===== config.mk =====
export PLATFORM = sky130hd
export DESIGN_NAME = button_debounce_long_press
export DESIGN_NICKNAME = d
export VERILOG_FILES = /design/src/sv/bdlp_pkg.sv /design/src/sv/bdlp_lane.sv /design/src/sv/bdlp_merge.sv /design/src/sv/button_debounce_long_press.sv
export SDC_FILE = /design/constraint.sdc
export NUM_CORES = 1
export LEC_CHECK = 0
export ABC_AREA = 1
export BUFFER_PORTS_ARGS = -buffer_cell sky130_fd_sc_hd__buf_2
export CORE_ASPECT_RATIO = 0.9
export CORE_UTILIZATION = 40
export CTS_BUF_LIST = sky130_fd_sc_hd__clkbuf_2 sky130_fd_sc_hd__clkbuf_4 sky130_fd_sc_hd__clkbuf_8
export DETAILED_ROUTE_END_ITERATION = 12
export PLACE_DENSITY_LB_ADDON = 0.25
export RECOVER_POWER = 100
export SETUP_SLACK_MARGIN = 0.05
export SLEW_MARGIN = 25
export SYNTH_ARGS = -nofsm -noshare
export SYNTH_HDL_FRONTEND = slang
export SYNTH_HIERARCHICAL = 1
export SYNTH_SLANG_ARGS = --single-unit

===== constraint.sdc =====
create_clock -name clk -period 9.35 [get_ports clk]
set_clock_uncertainty 0.15 [all_clocks]
set_input_delay 0 -clock clk [delete_from_list [all_inputs] [get_ports clk]]
set_output_delay 0 -clock clk [all_outputs]
set_load 0.1 [all_outputs]

===== src/sv/bdlp_pkg.sv =====
`timescale 1ns / 1ps
`default_nettype none
// ----------------------------------------------------------------------------
// bdlp_pkg
// Shared widths, reset values, register indexes and lane interface types
// of the button debouncer with long-press detection.
// ----------------------------------------------------------------------------
package bdlp_pkg;

	localparam int FIELD_W         = 4;   // width of every mask field
	localparam int STAMP_W         = 32;  // millisecond timestamp width
	localparam int TIME_W          = 16;  // width of the time registers
	localparam int NUM_BUTTONS_DEF = 4;

	localparam int IN_DATA_W  = 48;       // 44 bits of fields, padded to bytes
	localparam int OUT_DATA_W = 16;       // 12 bits of fields, padded to bytes

	localparam int CFG_IDX_W = 1;
	localparam logic [CFG_IDX_W-1:0] REG_DEBOUNCE_TIME   = 1'b0;
	localparam logic [CFG_IDX_W-1:0] REG_LONG_PRESS_TIME = 1'b1;

	localparam logic [TIME_W-1:0] DEBOUNCE_RST   = 16'd50;
	localparam logic [TIME_W-1:0] LONG_PRESS_RST = 16'd1000;

	typedef struct packed {
		logic [TIME_W-1:0] debounce_time;
		logic [TIME_W-1:0] long_press_time;
	} cfg_t;

	typedef struct packed {
		logic lvl;        // raw level, 1 released
		logic ack_press;
		logic ack_long;
	} lane_in_t;

	typedef struct packed {
		logic held;
		logic press;
		logic lng;
	} lane_res_t;

endpackage
`default_nettype wire


===== src/sv/bdlp_lane.sv =====
`timescale 1ns / 1ps
`default_nettype none
// ----------------------------------------------------------------------------
// bdlp_lane
// Debounce and long-press core for one button. Reports the updated state
// combinationally and commits it, with acknowledges applied, on a transaction.
// ----------------------------------------------------------------------------
module bdlp_lane (
	input  wire logic                         clk,
	input  wire logic                         arst_n,
	input  wire logic                         en,
	input  wire bdlp_pkg::cfg_t               cfg,
	input  wire logic [bdlp_pkg::STAMP_W-1:0] now_ms,
	input  wire bdlp_pkg::lane_in_t           lane_in,
	output bdlp_pkg::lane_res_t               res
);

	logic                         last_q;
	logic                         stable_q;
	logic                         press_q;
	logic                         long_q;
	logic [bdlp_pkg::STAMP_W-1:0] change_q;
	logic [bdlp_pkg::STAMP_W-1:0] pstamp_q;

	logic [bdlp_pkg::STAMP_W-1:0] change_d;
	logic [bdlp_pkg::STAMP_W-1:0] pstamp_d;
	logic [bdlp_pkg::STAMP_W-1:0] since_change;
	logic [bdlp_pkg::STAMP_W-1:0] since_press;
	logic                         upd;
	logic                         fall;
	logic                         stable_d;
	logic                         press_d;
	logic                         long_a;
	logic                         long_d;

	always_comb begin
		change_d     = (lane_in.lvl != last_q) ? now_ms : change_q;
		since_change = now_ms - change_d;
		upd          = (since_change >=
		                {{(bdlp_pkg::STAMP_W-bdlp_pkg::TIME_W){1'b0}}, cfg.debounce_time})
		               && (lane_in.lvl != stable_q);
		fall         = upd && !lane_in.lvl;
		stable_d     = upd ? lane_in.lvl : stable_q;
		press_d      = upd ? !lane_in.lvl : press_q;
		pstamp_d     = fall ? now_ms : pstamp_q;
		long_a       = fall ? 1'b0 : long_q;
		since_press  = now_ms - pstamp_d;
		long_d       = long_a;
		if (!stable_d && !long_a && (since_press >=
		    {{(bdlp_pkg::STAMP_W-bdlp_pkg::TIME_W){1'b0}}, cfg.long_press_time}))
			long_d = 1'b1;
	end

	assign res.held  = !stable_d;
	assign res.press = press_d;
	assign res.lng   = long_d;

	always_ff @(posedge clk or negedge arst_n) begin
		if (!arst_n) begin
			last_q   <= 1'b1;
			stable_q <= 1'b1;
			press_q  <= 1'b0;
			long_q   <= 1'b0;
			change_q <= '0;
			pstamp_q <= '0;
		end else if (en) begin
			last_q   <= lane_in.lvl;
			stable_q <= stable_d;
			press_q  <= press_d & ~lane_in.ack_press;
			long_q   <= long_d & ~lane_in.ack_long;
			change_q <= change_d;
			pstamp_q <= pstamp_d;
		end
	end

endmodule
`default_nettype wire


===== src/sv/bdlp_merge.sv =====
`timescale 1ns / 1ps
`default_nettype none
// ----------------------------------------------------------------------------
// bdlp_merge
// Gathers the lane results into the three masks and holds them in the
// output register until the downstream side takes the transaction.
// ----------------------------------------------------------------------------
module bdlp_merge #(
	parameter int NUM_BUTTONS = bdlp_pkg::NUM_BUTTONS_DEF
) (
	input  wire logic                            clk,
	input  wire logic                            arst_n,
	input  wire logic                            load,
	input  wire bdlp_pkg::lane_res_t             res [NUM_BUTTONS],
	output logic                                 m_tvalid,
	input  wire logic                            m_tready,
	output logic [bdlp_pkg::OUT_DATA_W-1:0]      m_tdata
);

	logic [bdlp_pkg::FIELD_W-1:0] held_m;
	logic [bdlp_pkg::FIELD_W-1:0] press_m;
	logic [bdlp_pkg::FIELD_W-1:0] long_m;
	logic [bdlp_pkg::FIELD_W-1:0] held_q;
	logic [bdlp_pkg::FIELD_W-1:0] press_q;
	logic [bdlp_pkg::FIELD_W-1:0] long_q;
	logic                         valid_q;

	// buttons past the field width are dropped from the masks
	for (genvar i = 0; i < bdlp_pkg::FIELD_W; i++) begin : g_bit
		if (i < NUM_BUTTONS) begin : g_lane
			assign held_m[i]  = res[i].held;
			assign press_m[i] = res[i].press;
			assign long_m[i]  = res[i].lng;
		end else begin : g_none
			assign held_m[i]  = 1'b0;
			assign press_m[i] = 1'b0;
			assign long_m[i]  = 1'b0;
		end
	end

	always_ff @(posedge clk or negedge arst_n) begin
		if (!arst_n) begin
			valid_q <= 1'b0;
		end else if (load) begin
			valid_q <= 1'b1;
		end else if (m_tready) begin
			valid_q <= 1'b0;
		end
	end

	always_ff @(posedge clk) begin
		if (load) begin
			held_q  <= held_m;
			press_q <= press_m;
			long_q  <= long_m;
		end
	end

	assign m_tvalid = valid_q;
	assign m_tdata  = {{(bdlp_pkg::OUT_DATA_W-3*bdlp_pkg::FIELD_W){1'b0}},
	                   long_q, press_q, held_q};

endmodule
`default_nettype wire


===== src/sv/button_debounce_long_press.sv =====
`timescale 1ns / 1ps
`default_nettype none
// An input transaction's result is in the output register in the cycle after it.
// Throughput: one sample per cycle while unstalled; all button lanes update in
// parallel in the cycle of the transaction, set by one lane's two chained
// subtract-and-compare steps. Input is taken while the output register is empty
// or being drained. Reset (arst_n low): buttons released, stamps and flags zero,
// debounce 50 ms, long press 1000 ms, output register empty.
// ----------------------------------------------------------------------------
// button_debounce_long_press
// Multi-button debouncer with sticky press and long-press flags, one
// lane per button and a merging output stage.
// ----------------------------------------------------------------------------
module button_debounce_long_press #(
	parameter int NUM_BUTTONS = bdlp_pkg::NUM_BUTTONS_DEF
) (
	input  wire logic                            clk,
	input  wire logic                            arst_n,
	// configuration write port
	input  wire logic                            cfg_we,
	input  wire logic [bdlp_pkg::CFG_IDX_W-1:0]  cfg_index,
	input  wire logic [bdlp_pkg::TIME_W-1:0]     cfg_data,
	// sample stream
	input  wire logic                            s_tvalid,
	output logic                                 s_tready,
	// from bit 0: raw_levels[3:0], now_ms[35:4], ack_press[39:36],
	// ack_long[43:40], zero pad
	input  wire logic [bdlp_pkg::IN_DATA_W-1:0]  s_tdata,
	// result stream
	output logic                                 m_tvalid,
	input  wire logic                            m_tready,
	// from bit 0: held_mask[3:0], press_mask[7:4], long_mask[11:8], zero pad
	output logic [bdlp_pkg::OUT_DATA_W-1:0]      m_tdata
);

	localparam int NOW_LSB  = bdlp_pkg::FIELD_W;
	localparam int ACKP_LSB = NOW_LSB + bdlp_pkg::STAMP_W;
	localparam int ACKL_LSB = ACKP_LSB + bdlp_pkg::FIELD_W;

	bdlp_pkg::cfg_t      cfg_q;
	bdlp_pkg::lane_res_t res [NUM_BUTTONS];
	logic                accept;

	always_ff @(posedge clk or negedge arst_n) begin
		if (!arst_n) begin
			cfg_q.debounce_time   <= bdlp_pkg::DEBOUNCE_RST;
			cfg_q.long_press_time <= bdlp_pkg::LONG_PRESS_RST;
		end else if (cfg_we) begin
			unique case (cfg_index)
				bdlp_pkg::REG_DEBOUNCE_TIME:   cfg_q.debounce_time   <= cfg_data;
				bdlp_pkg::REG_LONG_PRESS_TIME: cfg_q.long_press_time <= cfg_data;
				default: ;
			endcase
		end
	end

	assign s_tready = !m_tvalid || m_tready;
	assign accept   = s_tvalid && s_tready;

	for (genvar i = 0; i < NUM_BUTTONS; i++) begin : g_lane
		bdlp_pkg::lane_in_t lane_in;

		// buttons past the field width read as pressed and see no acknowledge
		if (i < bdlp_pkg::FIELD_W) begin : g_field
			assign lane_in.lvl       = s_tdata[i];
			assign lane_in.ack_press = s_tdata[ACKP_LSB + i];
			assign lane_in.ack_long  = s_tdata[ACKL_LSB + i];
		end else begin : g_extra
			assign lane_in.lvl       = 1'b0;
			assign lane_in.ack_press = 1'b0;
			assign lane_in.ack_long  = 1'b0;
		end

		bdlp_lane u_lane (
			.clk     (clk),
			.arst_n  (arst_n),
			.en      (accept),
			.cfg     (cfg_q),
			.now_ms  (s_tdata[NOW_LSB +: bdlp_pkg::STAMP_W]),
			.lane_in (lane_in),
			.res     (res[i])
		);
	end

	bdlp_merge #(
		.NUM_BUTTONS (NUM_BUTTONS)
	) u_merge (
		.clk      (clk),
		.arst_n   (arst_n),
		.load     (accept),
		.res      (res),
		.m_tvalid (m_tvalid),
		.m_tready (m_tready),
		.m_tdata  (m_tdata)
	);

	// a result waiting with no taker must stall the input side
	a_no_overrun: assert property (@(posedge clk) disable iff (!arst_n)
		!(s_tvalid && s_tready && m_tvalid && !m_tready))
		else $error("input accepted over a stalled result");

	a_result_follows: assert property (@(posedge clk) disable iff (!arst_n)
		accept |=> m_tvalid)
		else $error("accepted sample produced no result");

	// a press flag only survives while the button is held
	a_press_held: assert property (@(posedge clk) disable iff (!arst_n)
		m_tvalid |-> ((m_tdata[2*bdlp_pkg::FIELD_W-1:bdlp_pkg::FIELD_W]
		               & ~m_tdata[bdlp_pkg::FIELD_W-1:0]) == '0))
		else $error("press flag set on a released button");

endmodule
`default_nettype wire


# [After elaboration in Yosys (flattened, before gate mapping)]
# Cells that the tools add are included.
[classes] reduce_logical=34 n_mux=26 addsub=8 magnitude_cmp=8 bitwise_logic=17 eq_ne=8
[ops] cell="32-bit by 16-bit >= comparator with 1-bit output" count=8
[ops] cell="32-bit 2-to-1 mux" count=8
[ops] cell="32-bit subtractor" count=8
[ops] cell="1-bit 2-to-1 mux" count=18
[ops] cell="1-bit logical AND" count=17
[ops] cell="1-bit logical NOT" count=13
[ops] cell="1-bit NOT" count=9
[ops] cell="1-bit AND" count=8
[ops] cell="1-bit != test" count=8
[ops] cell="2-bit AND reduction" count=2
[ops] cell="2-bit nonzero test" count=1
[ops] cell="1-bit logical OR" count=1
[totals] reg_bits=317 inputBits=70 wordCells=131 out_inout_bits=18

# [Logic depth before layout (Yosys ltp)]
[depth] word_depth=12 ltp_mapped=64 mapped_depth_nobuf=59

# [Modules after synthesis]
# Netlist, hierarchy kept.
[by_module_without_submodules] module="bdlp_lane (g_lane[1].u_lane ...)" cells_each=1341 seq_area_each_um2=1704.1 n_inst=2 area_per_inst_um2=8391.8
[by_module_without_submodules] module="bdlp_lane (g_lane[0].u_lane)" cells_each=1363 seq_area_each_um2=1704.1 n_inst=1 area_per_inst_um2=8760.9
[by_module_without_submodules] module="bdlp_lane (g_lane[3].u_lane)" cells_each=1320 seq_area_each_um2=1704.1 n_inst=1 area_per_inst_um2=8296.7
[by_module_without_submodules] module="button_debounce_long_press" cells_each=143 seq_area_each_um2=812.0 n_inst=1 area_per_inst_um2=1346.3
[by_module_without_submodules] module="bdlp_merge" cells_each=22 seq_area_each_um2=385.4 n_inst=1 area_per_inst_um2=434.2

# [Worst setup path before layout]
# Ideal clock, no wire load.
[synth_timing] path_kind="reg2reg" from="register g_lane[1].u_lane.last_q" to="register u_merge/long_q[1] (netlist bit), data pin" required_ns=8.949 n_path_buf=6 synth_period_minus_slack_ns=7.947 setup_slack_ns=1.403 t_arrival_ns=7.546 setup_time_ns=0.251 path_stages_with_launch=59 path_cell_list="dfstp_2 > nand2_1 > nand2_2 > buf_6 > buf_6 > clkbuf_1 > nand2_1 > o21ai_0 > ha_1 > inv_1 > ha_1 > inv_1 > nand2_1 > nand3_1 > nand3_2 > nand2_1 > nand2_1 > xor2_1 > [23 not listed] > nand2_2 > nand2_1 > nand2_1 > xnor2_1 > ha_1 > a21oi_1 > nor2_1 > nor3_1 > o221ai_1 > a21oi_1 > nand2_1 > nor2_1 > nand2_1 > nor2_1 > nand3_1 > nand2_1 > nand2_1 > buf_4"
[synth_between] elab_chain_cells=11 word_cells_on_any_way=16 classes_between="add/sub: 2; order compare: 2; eq/ne: 1; mux: 5; reduce/logical: 6"
[synth_rtl] element="from (decl)" line_no="bdlp_lane.sv:18" text="logic last_q;"
[synth_rtl] element="from (signal assigned)" line_no="bdlp_lane.sv:67" text="last_q <= lane_in.lvl;"
[synth_rtl] element="1-bit != test" line_no="bdlp_lane.sv:37" text="change_d = (lane_in.lvl != last_q) ? now_ms : change_q;"
[synth_rtl] element="32-bit 2-to-1 mux" line_no="bdlp_lane.sv:37"
[synth_rtl] element="named net g_lane[1].u_lane.change_d (one bit)" line_no="bdlp_lane.sv:25" text="logic [bdlp_pkg::STAMP_W-1:0] change_d;"
[synth_rtl] element="32-bit subtractor" line_no="bdlp_lane.sv:38" text="since_change = now_ms - change_d;"
[synth_rtl] element="32-bit by 16-bit >= comparator with 1-bit output" line_no="bdlp_lane.sv:39" text="upd = (since_change >="
[synth_rtl] element="1-bit logical AND" line_no="bdlp_lane.sv:41" text="&& (lane_in.lvl != stable_q);"
[synth_rtl] element="1-bit logical AND" line_no="bdlp_lane.sv:42" text="fall = upd && !lane_in.lvl;"
[synth_rtl] element="32-bit 2-to-1 mux" line_no="bdlp_lane.sv:45" text="pstamp_d = fall ? now_ms : pstamp_q;"
[synth_rtl] element="named net g_lane[1].u_lane.pstamp_d (one bit)" line_no="bdlp_lane.sv:26" text="logic [bdlp_pkg::STAMP_W-1:0] pstamp_d;"
[synth_rtl] element="32-bit subtractor" line_no="bdlp_lane.sv:47" text="since_press = now_ms - pstamp_d;"
[synth_rtl] element="32-bit by 16-bit >= comparator with 1-bit output" line_no="bdlp_lane.sv:49" text="if (!stable_d && !long_a && (since_press >="
[synth_rtl] element="1-bit logical AND" line_no="bdlp_lane.sv:49"
[synth_rtl] element="1-bit 2-to-1 mux" line_no="bdlp_lane.sv:49"
[synth_rtl] element="named net g_lane[1].u_lane.long_d" line_no="bdlp_lane.sv:34" text="logic long_d;"
[synth_rtl] element="to (signal assigned)" line_no="bdlp_merge.sv:55" text="long_q <= long_m;"
[synth_rtl] element="to (decl)" line_no="bdlp_merge.sv:25" text="logic [bdlp_pkg::FIELD_W-1:0] long_q;"
# The timed path passes the listed nets, and every way through them passes these cells.
# A chain may end at the register's enable or synchronous reset.

==> key figures <==
Place
  • Dpl cell area: 37200 µm²
  • Dpl hpwl: between 90000 and 100000 µm
  • Gpl congestion: between 0.9 and 1
  • Inst Count DP: 6697
  • PortBufs: approximately 80

Setup path
  • Setup CP Type: register to register
  • CP max FO: 20
  • CP required: 9770 ps
  • Critical path arrival: around 9300 ps
  • Max stage delay cell, worst path: dlygate4sd3_1
  • Crit path from: g_lane[0].u_lane/last_q
  • Largest delay share family, worst path: simple AND/OR/NAND/NOR gates
  • WP buf/inv: 6
  • Critical path launch point type: register
  • Most frequent CP cell: nand2_1
  • Crit path largest cell delay: 540 ps
  • Critical Path Stages: 55
  • Worst reg2reg path startpoint: g_lane[0].u_lane/last_q
  • Critical Path End Type: register
  • Worst reg-to-reg path cell count: 55

Synthesis
  • Flops & latches, synth: between 300 and 400
  • Asr flop ratio synth: 0.962
  • Synth warnings: 6
  • Synth Area in Compound Gates: 0.140
  • Post-synthesis mux area share: 0.0427
  • XOR/XNOR Fraction of Synth Area: 0.0320
  • Yosys top cell area share: 0.202
  • Largest family of logic cells by synthesized area: simple AND/OR/NAND/NOR gates
  • Synth cell types: 59
  • Synth Area in Simple Gates: 0.333
  • Syn Area/Cell: 6.44 µm²
  • Synth Flop Type: dfrtp_1
  • Mapped Area: approximately 36000 µm²
  • Synth Area in Adders: 0.116
  • Mapped Cells: 5530
  • Sequential area share after synthesis: 0.225
  • Synth top area cells: dfrtp_1, nand2_1, ha_1, inv_1, o21ai_0
  • Area leader, netlist: dfrtp_1
  • EDFF count, synth: 12

Cells and area
  • Final std cells w/o fill: about 7000
  • Layout Utilization: 0.453
  • Most frequent cells in the layout: nand2_1, inv_1, o21ai_0
  • Most common cell after layout, fill and taps aside: nand2_1
  • Proportion of layout cells with a drive suffix above 1: 0.0870
  • Finished Cell Area: between 30000 and 40000 µm²
  • Area delta synth->final: 11.8%
  • NumNets Final: 6126

Route
  • Wl on met1: roughly 61000 µm
  • DR DRC count: 0
  • Met3 WL post-DR: just over 9000 µm
  • Via count: around 37000
  • Iteration-0 DRC Markers: approximately 3200
  • First-pass DRT Iterations: 6
  • DR vias/cell: 5.30
  • WL/cell: around 18 µm
  • Wirelength, routed: approximately 130000 µm
  • Metal2 WL: 53000 µm
  • ANT nets after route: 0
  • Highest metal used: met5

Timing
  • Final Hold Violating Endpoints: 0
  • Max Clk Rate: 112 MHz
  • Final Max Slew Viols: approximately 760
  • Period utilisation layout: 0.952
  • Final min period: between 8000 and 9000 ps
  • Setup violators final: 0
  • RSZ-0062 raised after global routing: yes
  • Slew @ Worst Pin: approximately 6500 ps
  • Rel. slew slack: -3.31
  • Final TNS setup: 0 ps

Run
  • Max cap viols: 10

Pwr
  • Design Power: about 8.9 mW
  • PwrDens: around 220 nW/µm²
  • Max rail drop VDD: 0.0979 mV
  • Sw power: 4.34 mW
  • Static leakage: between 20 and 25 nW
  • Comb pwr share: 0.584
  • Clk pwr share: 0.198
  • Sw frac: 0.487
  • Internal: between 4 and 5 mW
  • Sequential power share: 0.217

Clocking
  • Clock root cell: clkbuf_8
  • H-tree Lvls: 3
  • CTS tree: yes
  • CTS max path bufs: 3
  • Clk slew on worst S/H paths: 60 ps
  • CTS Buf Count: 68
  • Clk_lat worst skew: slightly below 700 ps
  • CTS sink cnt: 317

Floorplanning
  • Die footprint: roughly 90000 µm²
  • Core box area: a little under 90000 µm²
  • Num rows: a little over 100
  • Starting Density: 0.405
  • Die W: roughly 320 µm
  • IO Count: between 80 and 90
  • Die height: about 290 µm

Status
  • Failing checks: capacitance limit, slew limit
  • Outcome: complete, but fails checks

Global routing
  • First-pass GRT wire length: about 190000 µm
  • Pin count of the biggest net entering global routing: ~140
  • Global route overflow: 0
  • GRT Total Usage: 0.277
  • Vias in the first global route: around 33000
  • Antenna violations before repair: 8

Min path
  • Hold Crit Depth: 4
  • Hold Crit Class: input pin to register
  • Worst hold start: cfg_data[11]
==> through the flow <==
step / worst slack (ps) / hold slack (ps)
2_1_floorplan: 1400 / -446
3_3_place_gp: 609 / -161
3_5_place_dp: 486 / -155
4_1_cts: 165 / 2.13
5_1_grt: -132 / 47.8
6_report: 449 / 49.5
==> final cells by class <==
type                    count  area, µm²
diodes                      3       7.51
clock buffers             108       1360
clock inverters            18        203
fillers                  9278      48200
inverters                 844       3180
multi-input cells        4248      23700
flip-flops and latches    317       8010
well taps                1155       1450
repair buffers            249       1930
==> worst register-to-register path, delay by kind of cell, from the launching register on <==
| kind | cells | cell delay [ps] |
|---|---|---|
| fa+ha+maj | 5 | 1360 |
| simple gates | 33 | 3480 |
| xor+xnor | 2 | 460 |
| buf+inv | 6 | 1040 |
| flops | 1 | 530 |
| compound gates | 9 | 1770 |
==> cell families after synthesis <==
| kind of cell | count (synthesis) |
|---|---|
| AND/OR/NAND/NOR | 2715 |
| AO/OA/AOI/OAI | 919 |
| buffers and inverters | 968 |
| multiplexers | 152 |
| adder cells (fa/ha/maj) | 328 |
| flip-flops | 317 |
| XOR/XNOR | 130 |
| other | 1 |
==> power groups by stage <==
stage,combinational [mW],clock [mW],sequential [mW]
after CTS,5.14,1.82,1.93
after global routing,5.91,1.87,1.98
after floorplan,3.84,0,1.89
after detailed placement,5.07,0,1.95
after global placement,5.00,0,1.94
final,5.22,1.77,1.94
==> final timing paths <==
check                                                 to  slack, ps
max                              g_lane[0].u_lane/long_q        450
min in group asynchronous      g_lane[0].u_lane/stable_q        720
max reg2reg                      g_lane[0].u_lane/long_q        450
max in group asynchronous  g_lane[2].u_lane/pstamp_q[24]       1850
min reg2reg                 g_lane[0].u_lane/pstamp_q[6]        330
min                                            cfg_q[11]         50
==> synth_stat cells (all sizes together), types with 36 or more instances <==
library cell     n
nor3            95
nand4           62
xnor2           36
a21oi          311
nand3          382
nor2           423
clkbuf          72
ha             324
o21ai          480
buf             50
nand2         1714
inv            844
dfrtp          288
mux2i          152
xor2            94
==> state kept, by name (all words and copies together), names as in the netlist <==
signal                  cells
g_lane.u_lane/long_q        4
g_lane.u_lane/pstamp_q    128
g_lane.u_lane/press_q       4
u_merge/held_q              4
u_merge/m_tvalid            1
g_lane.u_lane/change_q    128
u_merge/long_q              4
cfg_q                      32
u_merge/press_q             4
g_lane.u_lane/stable_q      4
g_lane.u_lane/last_q        4
==> timing repair <==
| item | CTS | global route |
|---|---|---|
| endpoints found under the setup margin | 0 | 8 |
| gates resized for setup | 0 | 23 |
| setup buffers | 0 | 2 |
| hold buffers | 114 | 0 |
| endpoints found under the hold margin | 471 | 0 |
==> layer usage <==
metal  global-route usage  vias to the layer above
met5                    0                        -
met2                0.418                     1097
met3               0.0420                      158
met1                0.403                    17123
li1                     -                    18382
met4               0.0863                        2
(Power assumes the default switching activity.)
